<file path="config.mk">
export PLATFORM = sky130hd
export DESIGN_NAME = calendar_date_span_unit
export DESIGN_NICKNAME = d
export VERILOG_FILES = /design/src/design/cds_pkg.sv /design/src/design/calendar_date_span_unit.sv /design/src/design/cds_alu.sv /design/src/design/cds_core.sv
export SDC_FILE = /design/constraint.sdc
export NUM_CORES = 2
export LEC_CHECK = 0
export ABC_AREA = 1
export BUFFER_PORTS_ARGS = -buffer_cell sky130_fd_sc_hd__buf_4
export CAP_MARGIN = 20
export CORE_UTILIZATION = 50
export DETAILED_ROUTE_END_ITERATION = 6
export GPL_ROUTABILITY_DRIVEN = 0
export PLACE_DENSITY = 0.66
export SLEW_MARGIN = 20
export SYNTH_ARGS = -nofsm -noshare
export SYNTH_HDL_FRONTEND = slang
export SYNTH_SLANG_ARGS = --single-unit
</file>
<file path="constraint.sdc">
create_clock -name i_clk -period 10.3 [get_ports i_clk]
set_input_delay 1.03 -clock i_clk [delete_from_list [all_inputs] [get_ports i_clk]]
set_output_delay 1.03 -clock i_clk [all_outputs]
set_load 0.02 [all_outputs]
</file>
<file path="src/design/cds_pkg.sv">
// Shared types, constants and calendar helper functions for the date span unit.
package cds_pkg;

    localparam int unsigned DAY_W  = 7;
    localparam int unsigned MON_W  = 7;
    localparam int unsigned YEAR_W = 14;
    localparam int unsigned ORD_W  = 22;
    localparam int unsigned CFG_IDX_W = 1;

    localparam logic [YEAR_W-1:0] YEAR_LIMIT     = 14'd9999;
    localparam logic [YEAR_W-1:0] RESET_MIN_YEAR = 14'd1950;
    localparam logic [YEAR_W-1:0] RESET_MAX_YEAR = 14'd2024;

    localparam logic [CFG_IDX_W-1:0] CFG_MIN_YEAR = 1'b0;
    localparam logic [CFG_IDX_W-1:0] CFG_MAX_YEAR = 1'b1;

    // Reciprocals for dividing a day span by 7 and by 365. Both quotients are
    // exact for any span below 2^22, as the rounding error of each constant
    // times the span stays below one unit of the shift.
    localparam int unsigned RCP_W      = 23;
    localparam int unsigned PROD_W     = ORD_W + RCP_W;
    localparam int unsigned WEEK_SHIFT = 25;
    localparam int unsigned YEAR_SHIFT = 31;
    localparam logic [RCP_W-1:0] RCP_WEEK = 23'd4793491;
    localparam logic [RCP_W-1:0] RCP_YEAR = 23'd5883517;

    // Order in which the terms of a day number are accumulated.
    localparam logic [2:0] T_YEARS = 3'd0;
    localparam logic [2:0] T_LEAP4 = 3'd1;
    localparam logic [2:0] T_CENT  = 3'd2;
    localparam logic [2:0] T_QUAD  = 3'd3;
    localparam logic [2:0] T_MONTH = 3'd4;
    localparam logic [2:0] T_DAY   = 3'd5;

    typedef enum logic [1:0] {
        ST_OK,
        ST_START_BAD,
        ST_END_BAD,
        ST_ORDER
    } t_status;

    typedef enum logic [2:0] {
        S_IDLE,
        S_CHECK,
        S_ORD,
        S_DIFF,
        S_INCL,
        S_DIV,
        S_FIN
    } t_state;

    typedef enum logic {
        ALU_ADD,
        ALU_SUB
    } t_alu_op;

    typedef struct packed {
        t_alu_op          op;
        logic [ORD_W-1:0] a;
        logic [ORD_W-1:0] b;
    } t_alu_req;

    typedef struct packed {
        logic [ORD_W-1:0] res;
        logic             borrow;
    } t_alu_rsp;

    typedef struct packed {
        logic [DAY_W-1:0]  start_day;
        logic [MON_W-1:0]  start_month;
        logic [YEAR_W-1:0] start_year;
        logic [DAY_W-1:0]  end_day;
        logic [MON_W-1:0]  end_month;
        logic [YEAR_W-1:0] end_year;
    } t_in_item;

    typedef struct packed {
        t_status     status;
        logic [18:0] week_count;
        logic [2:0]  leftover_days;
        logic [21:0] inclusive_days;
        logic [13:0] year_count;
    } t_out_item;

    // Divisibility by 25 through the modular inverse of 25 modulo 2^14.
    function automatic logic is_leap(input logic [YEAR_W-1:0] y);
        logic [27:0] p;
        logic        div25;
        p     = 28'(y) * 28'd7209;
        div25 = (p[13:0] <= 14'd655);
        return (y[1:0] == 2'b00) && (!div25 || (y[3:0] == 4'h0));
    endfunction

    function automatic logic [4:0] month_len(input logic [3:0] m, input logic leap);
        logic [4:0] n;
        case (m)
            4'd2:                      n = leap ? 5'd29 : 5'd28;
            4'd4, 4'd6, 4'd9, 4'd11:   n = 5'd30;
            default:                   n = 5'd31;
        endcase
        return n;
    endfunction

    function automatic logic [8:0] month_start(input logic [3:0] m);
        logic [8:0] n;
        case (m)
            4'd2:    n = 9'd31;
            4'd3:    n = 9'd59;
            4'd4:    n = 9'd90;
            4'd5:    n = 9'd120;
            4'd6:    n = 9'd151;
            4'd7:    n = 9'd181;
            4'd8:    n = 9'd212;
            4'd9:    n = 9'd243;
            4'd10:   n = 9'd273;
            4'd11:   n = 9'd304;
            4'd12:   n = 9'd334;
            default: n = 9'd0;
        endcase
        return n;
    endfunction

    function automatic logic date_ok(
        input logic [DAY_W-1:0]  d,
        input logic [MON_W-1:0]  m,
        input logic [YEAR_W-1:0] y,
        input logic              leap,
        input logic [YEAR_W-1:0] min_year,
        input logic [YEAR_W-1:0] max_year
    );
        logic year_ok;
        logic mon_ok;
        year_ok = (y >= min_year) && (y <= max_year) && (y <= YEAR_LIMIT);
        mon_ok  = (m >= 7'd1) && (m <= 7'd12);
        return year_ok && mon_ok && (d >= 7'd1)
            && (d <= {2'b00, month_len(m[3:0], leap)});
    endfunction

    // One term of the day number counted from 1 January of year 0.
    // The century and quad-century counts use reciprocal multiplies.
    function automatic logic [ORD_W-1:0] ord_term(
        input logic [2:0]        idx,
        input logic [DAY_W-1:0]  d,
        input logic [MON_W-1:0]  m,
        input logic [YEAR_W-1:0] y,
        input logic              leap
    );
        logic [14:0]      x;
        logic [27:0]      p;
        logic [ORD_W-1:0] t;
        x = 15'd0;
        p = 28'd0;
        unique case (idx)
            T_YEARS: t = 22'(y) * 22'd365;
            T_LEAP4: begin
                x = {1'b0, y} + 15'd3;
                t = 22'(x[14:2]);
            end
            T_CENT: begin
                x = {1'b0, y} + 15'd99;
                p = 28'(x) * 28'd5243;
                t = 22'(p[27:19]);
            end
            T_QUAD: begin
                x = {1'b0, y} + 15'd399;
                p = 28'(x) * 28'd5243;
                t = 22'(p[27:21]);
            end
            T_MONTH: t = 22'(month_start(m[3:0])) + 22'(leap && (m > 7'd2));
            T_DAY:   t = 22'(d) - 22'd1;
            default: t = '0;
        endcase
        return t;
    endfunction

endpackage

</file>
<file path="src/design/calendar_date_span_unit.sv">
// Top level of the date span unit: configuration registers, core and output register.
// One item at a time. A valid pair passes the check, 12 day-number steps, the difference, the
// increment, two steps for the reciprocal divisions and the leftover days, and the hand-over;
// an invalid date goes from the check to the hand-over, start after end from the difference.
// The next beat is taken in the cycle after the result is loaded. Synchronous active-low reset
// empties the output register, idles the sequencer, restores 1950..2024.
module calendar_date_span_unit (
    input  logic                             i_clk,
    input  logic                             i_rst_n,
    input  logic                             i_in_valid,
    output logic                             o_in_stall,
    input  cds_pkg::t_in_item                i_in_data,
    output logic                             o_out_valid,
    input  logic                             i_out_stall,
    output cds_pkg::t_out_item               o_out_data,
    input  logic                             i_cfg_we,
    input  logic [cds_pkg::CFG_IDX_W-1:0]    i_cfg_index,
    input  logic [cds_pkg::YEAR_W-1:0]       i_cfg_data
);

    logic [cds_pkg::YEAR_W-1:0] r_min_year;
    logic [cds_pkg::YEAR_W-1:0] r_max_year;
    logic                       r_out_valid;
    cds_pkg::t_out_item         r_out;

    logic                       w_busy;
    logic                       w_done;
    logic                       w_out_free;
    cds_pkg::t_out_item         w_result;

    assign w_out_free = !r_out_valid || !i_out_stall;

    cds_core u_core (
        .i_clk      (i_clk),
        .i_rst_n    (i_rst_n),
        .i_start    (i_in_valid && !w_busy),
        .i_item     (i_in_data),
        .i_min_year (r_min_year),
        .i_max_year (r_max_year),
        .i_out_free (w_out_free),
        .o_busy     (w_busy),
        .o_done     (w_done),
        .o_result   (w_result)
    );

    always_ff @(posedge i_clk) begin
        if (!i_rst_n) begin
            r_min_year <= cds_pkg::RESET_MIN_YEAR;
            r_max_year <= cds_pkg::RESET_MAX_YEAR;
        end else if (i_cfg_we) begin
            unique case (i_cfg_index)
                cds_pkg::CFG_MIN_YEAR: r_min_year <= i_cfg_data;
                cds_pkg::CFG_MAX_YEAR: r_max_year <= i_cfg_data;
                default: ;
            endcase
        end
    end

    always_ff @(posedge i_clk) begin
        if (!i_rst_n) begin
            r_out_valid <= 1'b0;
        end else if (w_done) begin
            r_out_valid <= 1'b1;
        end else if (!i_out_stall) begin
            r_out_valid <= 1'b0;
        end
    end

    always_ff @(posedge i_clk) begin
        if (w_done) begin
            r_out <= w_result;
        end
    end

    assign o_in_stall  = w_busy;
    assign o_out_valid = r_out_valid;
    assign o_out_data  = r_out;

endmodule

</file>
<file path="src/design/cds_alu.sv">
// Shared add/subtract unit with borrow flag used for the day-number, difference, increment and leftover-day steps.
module cds_alu (
    input  cds_pkg::t_alu_req i_req,
    output cds_pkg::t_alu_rsp o_rsp
);

    logic [cds_pkg::ORD_W:0] w_sum;

    always_comb begin
        unique case (i_req.op)
            cds_pkg::ALU_ADD: w_sum = {1'b0, i_req.a} + {1'b0, i_req.b};
            cds_pkg::ALU_SUB: w_sum = {1'b0, i_req.a} - {1'b0, i_req.b};
            default:          w_sum = '0;
        endcase
        o_rsp.res    = w_sum[cds_pkg::ORD_W-1:0];
        o_rsp.borrow = (i_req.op == cds_pkg::ALU_SUB) && w_sum[cds_pkg::ORD_W];
    end

endmodule

</file>
<file path="src/design/cds_core.sv">
// Sequencer that checks the dates, builds both day numbers and divides the span.
module cds_core (
    input  logic                          i_clk,
    input  logic                          i_rst_n,
    input  logic                          i_start,
    input  cds_pkg::t_in_item             i_item,
    input  logic [cds_pkg::YEAR_W-1:0]    i_min_year,
    input  logic [cds_pkg::YEAR_W-1:0]    i_max_year,
    input  logic                          i_out_free,
    output logic                          o_busy,
    output logic                          o_done,
    output cds_pkg::t_out_item            o_result
);

    cds_pkg::t_state    r_state, n_state;
    cds_pkg::t_in_item  r_item, n_item;
    cds_pkg::t_status   r_status, n_status;
    logic               r_leap_s, n_leap_s;
    logic               r_leap_e, n_leap_e;
    logic               r_sel, n_sel;
    logic [2:0]         r_term, n_term;
    logic [cds_pkg::ORD_W-1:0] r_acc, n_acc;
    logic [cds_pkg::ORD_W-1:0] r_ord_a, n_ord_a;
    logic [cds_pkg::ORD_W-1:0] r_diff, n_diff;
    logic [cds_pkg::ORD_W-1:0] r_incl, n_incl;
    logic               r_phase, n_phase;
    logic [18:0]        r_week, n_week;
    logic [2:0]         r_left, n_left;
    logic [13:0]        r_years, n_years;

    cds_pkg::t_alu_req  w_req;
    cds_pkg::t_alu_rsp  w_rsp;

    logic [cds_pkg::DAY_W-1:0]  w_d;
    logic [cds_pkg::MON_W-1:0]  w_m;
    logic [cds_pkg::YEAR_W-1:0] w_y;
    logic                       w_leap;
    logic [cds_pkg::PROD_W-1:0] w_wk_prod;
    logic [cds_pkg::PROD_W-1:0] w_yr_prod;
    logic                       w_ok_s;
    logic                       w_ok_e;
    logic                       w_leap_s;
    logic                       w_leap_e;

    cds_alu u_alu (
        .i_req (w_req),
        .o_rsp (w_rsp)
    );

    always_ff @(posedge i_clk) begin
        if (!i_rst_n) begin
            r_state <= cds_pkg::S_IDLE;
        end else begin
            r_state <= n_state;
        end
    end

    always_ff @(posedge i_clk) begin
        r_item   <= n_item;
        r_status <= n_status;
        r_leap_s <= n_leap_s;
        r_leap_e <= n_leap_e;
        r_sel    <= n_sel;
        r_term   <= n_term;
        r_acc    <= n_acc;
        r_ord_a  <= n_ord_a;
        r_diff   <= n_diff;
        r_incl   <= n_incl;
        r_phase  <= n_phase;
        r_week   <= n_week;
        r_left   <= n_left;
        r_years  <= n_years;
    end

    // Date currently being turned into a day number.
    assign w_d    = r_sel ? r_item.end_day   : r_item.start_day;
    assign w_m    = r_sel ? r_item.end_month : r_item.start_month;
    assign w_y    = r_sel ? r_item.end_year  : r_item.start_year;
    assign w_leap = r_sel ? r_leap_e         : r_leap_s;

    assign w_leap_s = cds_pkg::is_leap(r_item.start_year);
    assign w_leap_e = cds_pkg::is_leap(r_item.end_year);
    assign w_ok_s   = cds_pkg::date_ok(r_item.start_day, r_item.start_month,
                                       r_item.start_year, w_leap_s, i_min_year, i_max_year);
    assign w_ok_e   = cds_pkg::date_ok(r_item.end_day, r_item.end_month,
                                       r_item.end_year, w_leap_e, i_min_year, i_max_year);

    // Quotients of the span by 7 and by 365 through reciprocal multiplies.
    assign w_wk_prod = cds_pkg::PROD_W'(r_diff) * cds_pkg::PROD_W'(cds_pkg::RCP_WEEK);
    assign w_yr_prod = cds_pkg::PROD_W'(r_diff) * cds_pkg::PROD_W'(cds_pkg::RCP_YEAR);

    always_comb begin
        n_state  = r_state;
        n_item   = r_item;
        n_status = r_status;
        n_leap_s = r_leap_s;
        n_leap_e = r_leap_e;
        n_sel    = r_sel;
        n_term   = r_term;
        n_acc    = r_acc;
        n_ord_a  = r_ord_a;
        n_diff   = r_diff;
        n_incl   = r_incl;
        n_phase  = r_phase;
        n_week   = r_week;
        n_left   = r_left;
        n_years  = r_years;
        o_done   = 1'b0;

        w_req.op = cds_pkg::ALU_ADD;
        w_req.a  = r_acc;
        w_req.b  = '0;

        unique case (r_state)
            cds_pkg::S_IDLE: begin
                if (i_start) begin
                    n_item  = i_item;
                    n_state = cds_pkg::S_CHECK;
                end
            end
            cds_pkg::S_CHECK: begin
                n_leap_s = w_leap_s;
                n_leap_e = w_leap_e;
                n_sel    = 1'b0;
                n_term   = cds_pkg::T_YEARS;
                priority if (!w_ok_s) begin
                    n_status = cds_pkg::ST_START_BAD;
                    n_state  = cds_pkg::S_FIN;
                end else if (!w_ok_e) begin
                    n_status = cds_pkg::ST_END_BAD;
                    n_state  = cds_pkg::S_FIN;
                end else begin
                    n_status = cds_pkg::ST_OK;
                    n_state  = cds_pkg::S_ORD;
                end
            end
            cds_pkg::S_ORD: begin
                w_req.op = (r_term == cds_pkg::T_CENT) ? cds_pkg::ALU_SUB : cds_pkg::ALU_ADD;
                w_req.a  = (r_term == cds_pkg::T_YEARS) ? '0 : r_acc;
                w_req.b  = cds_pkg::ord_term(r_term, w_d, w_m, w_y, w_leap);
                n_acc    = w_rsp.res;
                if (r_term == cds_pkg::T_DAY) begin
                    n_term = cds_pkg::T_YEARS;
                    if (!r_sel) begin
                        n_ord_a = w_rsp.res;
                        n_sel   = 1'b1;
                    end else begin
                        n_state = cds_pkg::S_DIFF;
                    end
                end else begin
                    n_term = r_term + 3'd1;
                end
            end
            cds_pkg::S_DIFF: begin
                w_req.op = cds_pkg::ALU_SUB;
                w_req.a  = r_acc;
                w_req.b  = r_ord_a;
                if (w_rsp.borrow) begin
                    n_status = cds_pkg::ST_ORDER;
                    n_state  = cds_pkg::S_FIN;
                end else begin
                    n_diff  = w_rsp.res;
                    n_state = cds_pkg::S_INCL;
                end
            end
            cds_pkg::S_INCL: begin
                w_req.op = cds_pkg::ALU_ADD;
                w_req.a  = r_diff;
                w_req.b  = cds_pkg::ORD_W'(1);
                n_incl   = w_rsp.res;
                n_phase  = 1'b0;
                n_state  = cds_pkg::S_DIV;
            end
            cds_pkg::S_DIV: begin
                if (!r_phase) begin
                    n_week  = w_wk_prod[cds_pkg::WEEK_SHIFT +: 19];
                    n_years = w_yr_prod[cds_pkg::YEAR_SHIFT +: 14];
                    n_phase = 1'b1;
                end else begin
                    // Leftover days are the span less seven times the weeks.
                    w_req.op = cds_pkg::ALU_SUB;
                    w_req.a  = r_diff;
                    w_req.b  = cds_pkg::ORD_W'({r_week, 3'b000})
                             - cds_pkg::ORD_W'(r_week);
                    n_left   = w_rsp.res[2:0];
                    n_state  = cds_pkg::S_FIN;
                end
            end
            cds_pkg::S_FIN: begin
                if (i_out_free) begin
                    o_done  = 1'b1;
                    n_state = cds_pkg::S_IDLE;
                end
            end
            default: n_state = cds_pkg::S_IDLE;
        endcase
    end

    assign o_busy = (r_state != cds_pkg::S_IDLE);

    always_comb begin
        o_result.status = r_status;
        if (r_status == cds_pkg::ST_OK) begin
            o_result.week_count     = r_week;
            o_result.leftover_days  = r_left;
            o_result.inclusive_days = r_incl;
            o_result.year_count     = r_years;
        end else begin
            o_result.week_count     = '0;
            o_result.leftover_days  = '0;
            o_result.inclusive_days = '0;
            o_result.year_count     = '0;
        end
    end

endmodule

</file>
==> impl_results.md <==
- Status: completed
- Aggregate global-route resource usage: 0.2842
- Rows: 109
- WL final: 124400 um
- Maximum number of pins on one net before global-route repair: 61
- Worst path bufs/invs: 13
- Slew @ Worst Pin: 937.1 ps
- Critical path arrival: 10050 ps
- Max transition margin: 0.3753
- Initial antenna violation count: 5
- RR Startpoint: u_core.r_sel
- Place WS: 338.9 ps
- Cells after Synth: 5259
- Final hold vios: 0
- Critical path's largest stage delay: 550 ps
- Number of vias per cell: 5.343
- Syn Std Cell Area: 44530 um^2
- Synth Flop Type: edfxtp_1
- Setup CP Type: reg2reg
- Clock Tree Root: clkbuf_16
- Grt total ovfl: 0
- Clock skew: 54.34 ps
- Setup_tns: 0 ps
- Worst-path maximum fanout: 10
- PnR worst setup slack: 607.8 ps
- Clock-pin transition on the worst setup and hold timing paths: 70 ps
- Final count of negative-setup-slack endpoints: 0
- Crit share post-route: 0.9410
- CTS H-tree depth: 2
- Commonest non-fill, non-tap cell in the layout: inv_1
- Synthesized flop and latch total: 281
- Commonest non-fill, non-tap cells in the layout: inv_1 (1303), nand2_1 (890), ha_1 (825)
- Final min period: 9692 ps
- Crit path max-delay cell type: fa_1
- Number of flops mapped to enable cells by yosys: 249
- CP Launch Point: u_core.r_sel
- Syn Area/Cell: 8.468 um^2
- CP endpoint kind: register
- Vias in the first global route: 36070
- Data required, critical path: 10660 ps
- Clk_lat worst skew: 590 ps
- CP delay by family, top: adder cells
- CTS Sinks: 281
- Final number of max-transition violations: 0
- WL/cell: 18.70 um
- First-pass GRT wire length: 199100 um
- Synth unique cells: 63
- Register area share after synthesis: 0.1823
- Area Growth Syn to Fin: 9.089%
- CP most frequent cell: nand2_1
- Final HPWL DP: 106900 um
- Core area: 88240 um^2
- Share of cells above drive strength 1: 0.06614
- Final net count: 6844
- Number of top-level pins: 138
- Hold_ws: 445.2 ps
- Number of buffers created by CTS: 36
- Pre-antenna DRT Iters: 6
- Fmax: 103.2 MHz
- Via count: 35550
- Die Y: 300.4 um
- CTS Buffer Depth: 3
- Hold crit path type: reg2reg
- CP Launch Type: register
- Yosys warning count: 0
- DRC: 0
- CTS tree: yes
- Max cap viols: 0
- FFs w/ async S/R, synth: 0
- DR iter-0 viols: 2704
- Syn_nets: 6642
- ANT nets after route: 0
- Origin of the worst min-delay path: u_core.r_status[0]
- Initial core utilization: 0.5047
- Die area: 90260 um^2
- Die width: 300.4 um
- Port buffer count: 137
==> logic make-up (layout without fill, tap and decap cells) <==
group	after synthesis	in the layout	synth area share
other	0	1	0
and+or+nand+nor	1573	1573	0.1482
adders and majority gates	1307	1307	0.4485
DFF	281	281	0.1823
AOI/OAI and AO/OA	613	613	0.07974
buffers and inverters	1358	1587	0.1164
xor gates and xnor gates	127	127	0.02498
==> state kept, by name, summed over array words and instances, names as in the netlist, 2 cells and up <==
name	count
u_core.r_week	19
u_core.r_left	3
u_core.r_status	2
r_max_year	14
u_core.r_item	56
u_core.r_years	14
u_core.r_term	3
o_out_data	60
u_core.r_state	3
u_core.r_incl	22
u_core.r_acc	22
r_min_year	14
u_core.r_diff	22
u_core.r_ord_a	22
==> timing repair <==
action | CTS | global route
endpoints found under the setup margin | 0 | 60
hold buffers | 0 | 0
setup buffers | 0 | 3
resized for setup | 0 | 18
==> worst paths after layout <==
path	slack, ps	to	depth (start not counted)
worst min-delay path	450	o_out_data[58]	0
worst max register to register	610	u_core.r_acc[18]	50
worst max-delay path	610	u_core.r_acc[18]	50
worst min register to register	450	o_out_data[58]	0
==> final cells by class <==
| class | instances | area [um^2] |
|---|---|---|
| Timing Repair Buffer | 201 | 1513 |
| Tap cell | 1165 | 1458 |
| Multi-Input combinational cell | 3620 | 31360 |
| Clock inverter | 17 | 186.4 |
| Clock buffer | 48 | 987.2 |
| Sequential cell | 281 | 8118 |
| Fill cell | 8175 | 39660 |
| Inverter | 1321 | 4961 |
| Antenna cell | 1 | 2.502 |
==> Yosys cell counts, types with 4 or more instances <==
cell type / n / share of area
o21ai_1: 8 / 0.00090
nand2_1: 890 / 0.075
or2_2: 14 / 0.0020
a21boi_0: 10 / 0.0017
inv_1: 1304 / 0.11
a21oi_1: 273 / 0.031
nand3b_1: 9 / 0.0015
nand2_2: 17 / 0.0024
a221oi_1: 4 / 0.00079
o21ai_0: 173 / 0.019
inv_2: 13 / 0.0011
a31oi_1: 23 / 0.0032
o21bai_1: 17 / 0.0029
ha_1: 825 / 0.23
edfxtp_1: 249 / 0.17
nor2_4: 4 / 0.0010
a21o_1: 7 / 0.0012
nor4_1: 16 / 0.0022
o21ai_4: 4 / 0.0015
clkbuf_1: 21 / 0.0018
o21ai_2: 15 / 0.0030
o2111ai_1: 10 / 0.0020
nor3_1: 32 / 0.0036
and2_1: 4 / 0.00056
nor2_1: 326 / 0.027
fa_1: 482 / 0.22
xnor2_1: 45 / 0.0089
nand3_1: 191 / 0.021
o211ai_1: 29 / 0.0049
nor2_2: 10 / 0.0014
nand4_1: 44 / 0.0062
o31ai_1: 4 / 0.00067
nand2_4: 6 / 0.0015
xor2_1: 82 / 0.016
buf_2: 4 / 0.00045
dfxtp_1: 32 / 0.014
a22o_1: 4 / 0.00079
o21a_1: 11 / 0.0019
==> routing by layer <==
layer	share of wire	global-route usage	wire length [um]
met2	0.47	0.4785	58460
met1	0.43	0.3812	53080
met4	0.036	0.09123	4477
met3	0.067	0.03276	8376
met5	0.00027	0	34
==> worst reg2reg max path: cells and delay by family, from the launching register on <==
family / cells / cell delay, ps
flip-flops: 1 / 360
buffers and inverters: 13 / 1510
adder cells (fa/ha/maj): 8 / 3280
AND/OR/NAND/NOR: 21 / 2590
XOR/XNOR: 2 / 510
AO/OA/AOI/OAI: 6 / 1250
==> metrics by stage <==
stage | instance area [um^2] | instances | util
global route | 48580 | 6653 | 0.5505
finish | 48580 | 6654 | 0.5506
CTS | 48470 | 6650 | 0.5493
detailed placement | 47290 | 6585 | 0.5360
global placement | 47290 | 6585 | 0.5360
floorplan | 44530 | 5259 | -
Power is not shown: default switching activity piles up to over one toggle a cycle in this logic, so the estimate is an artifact.
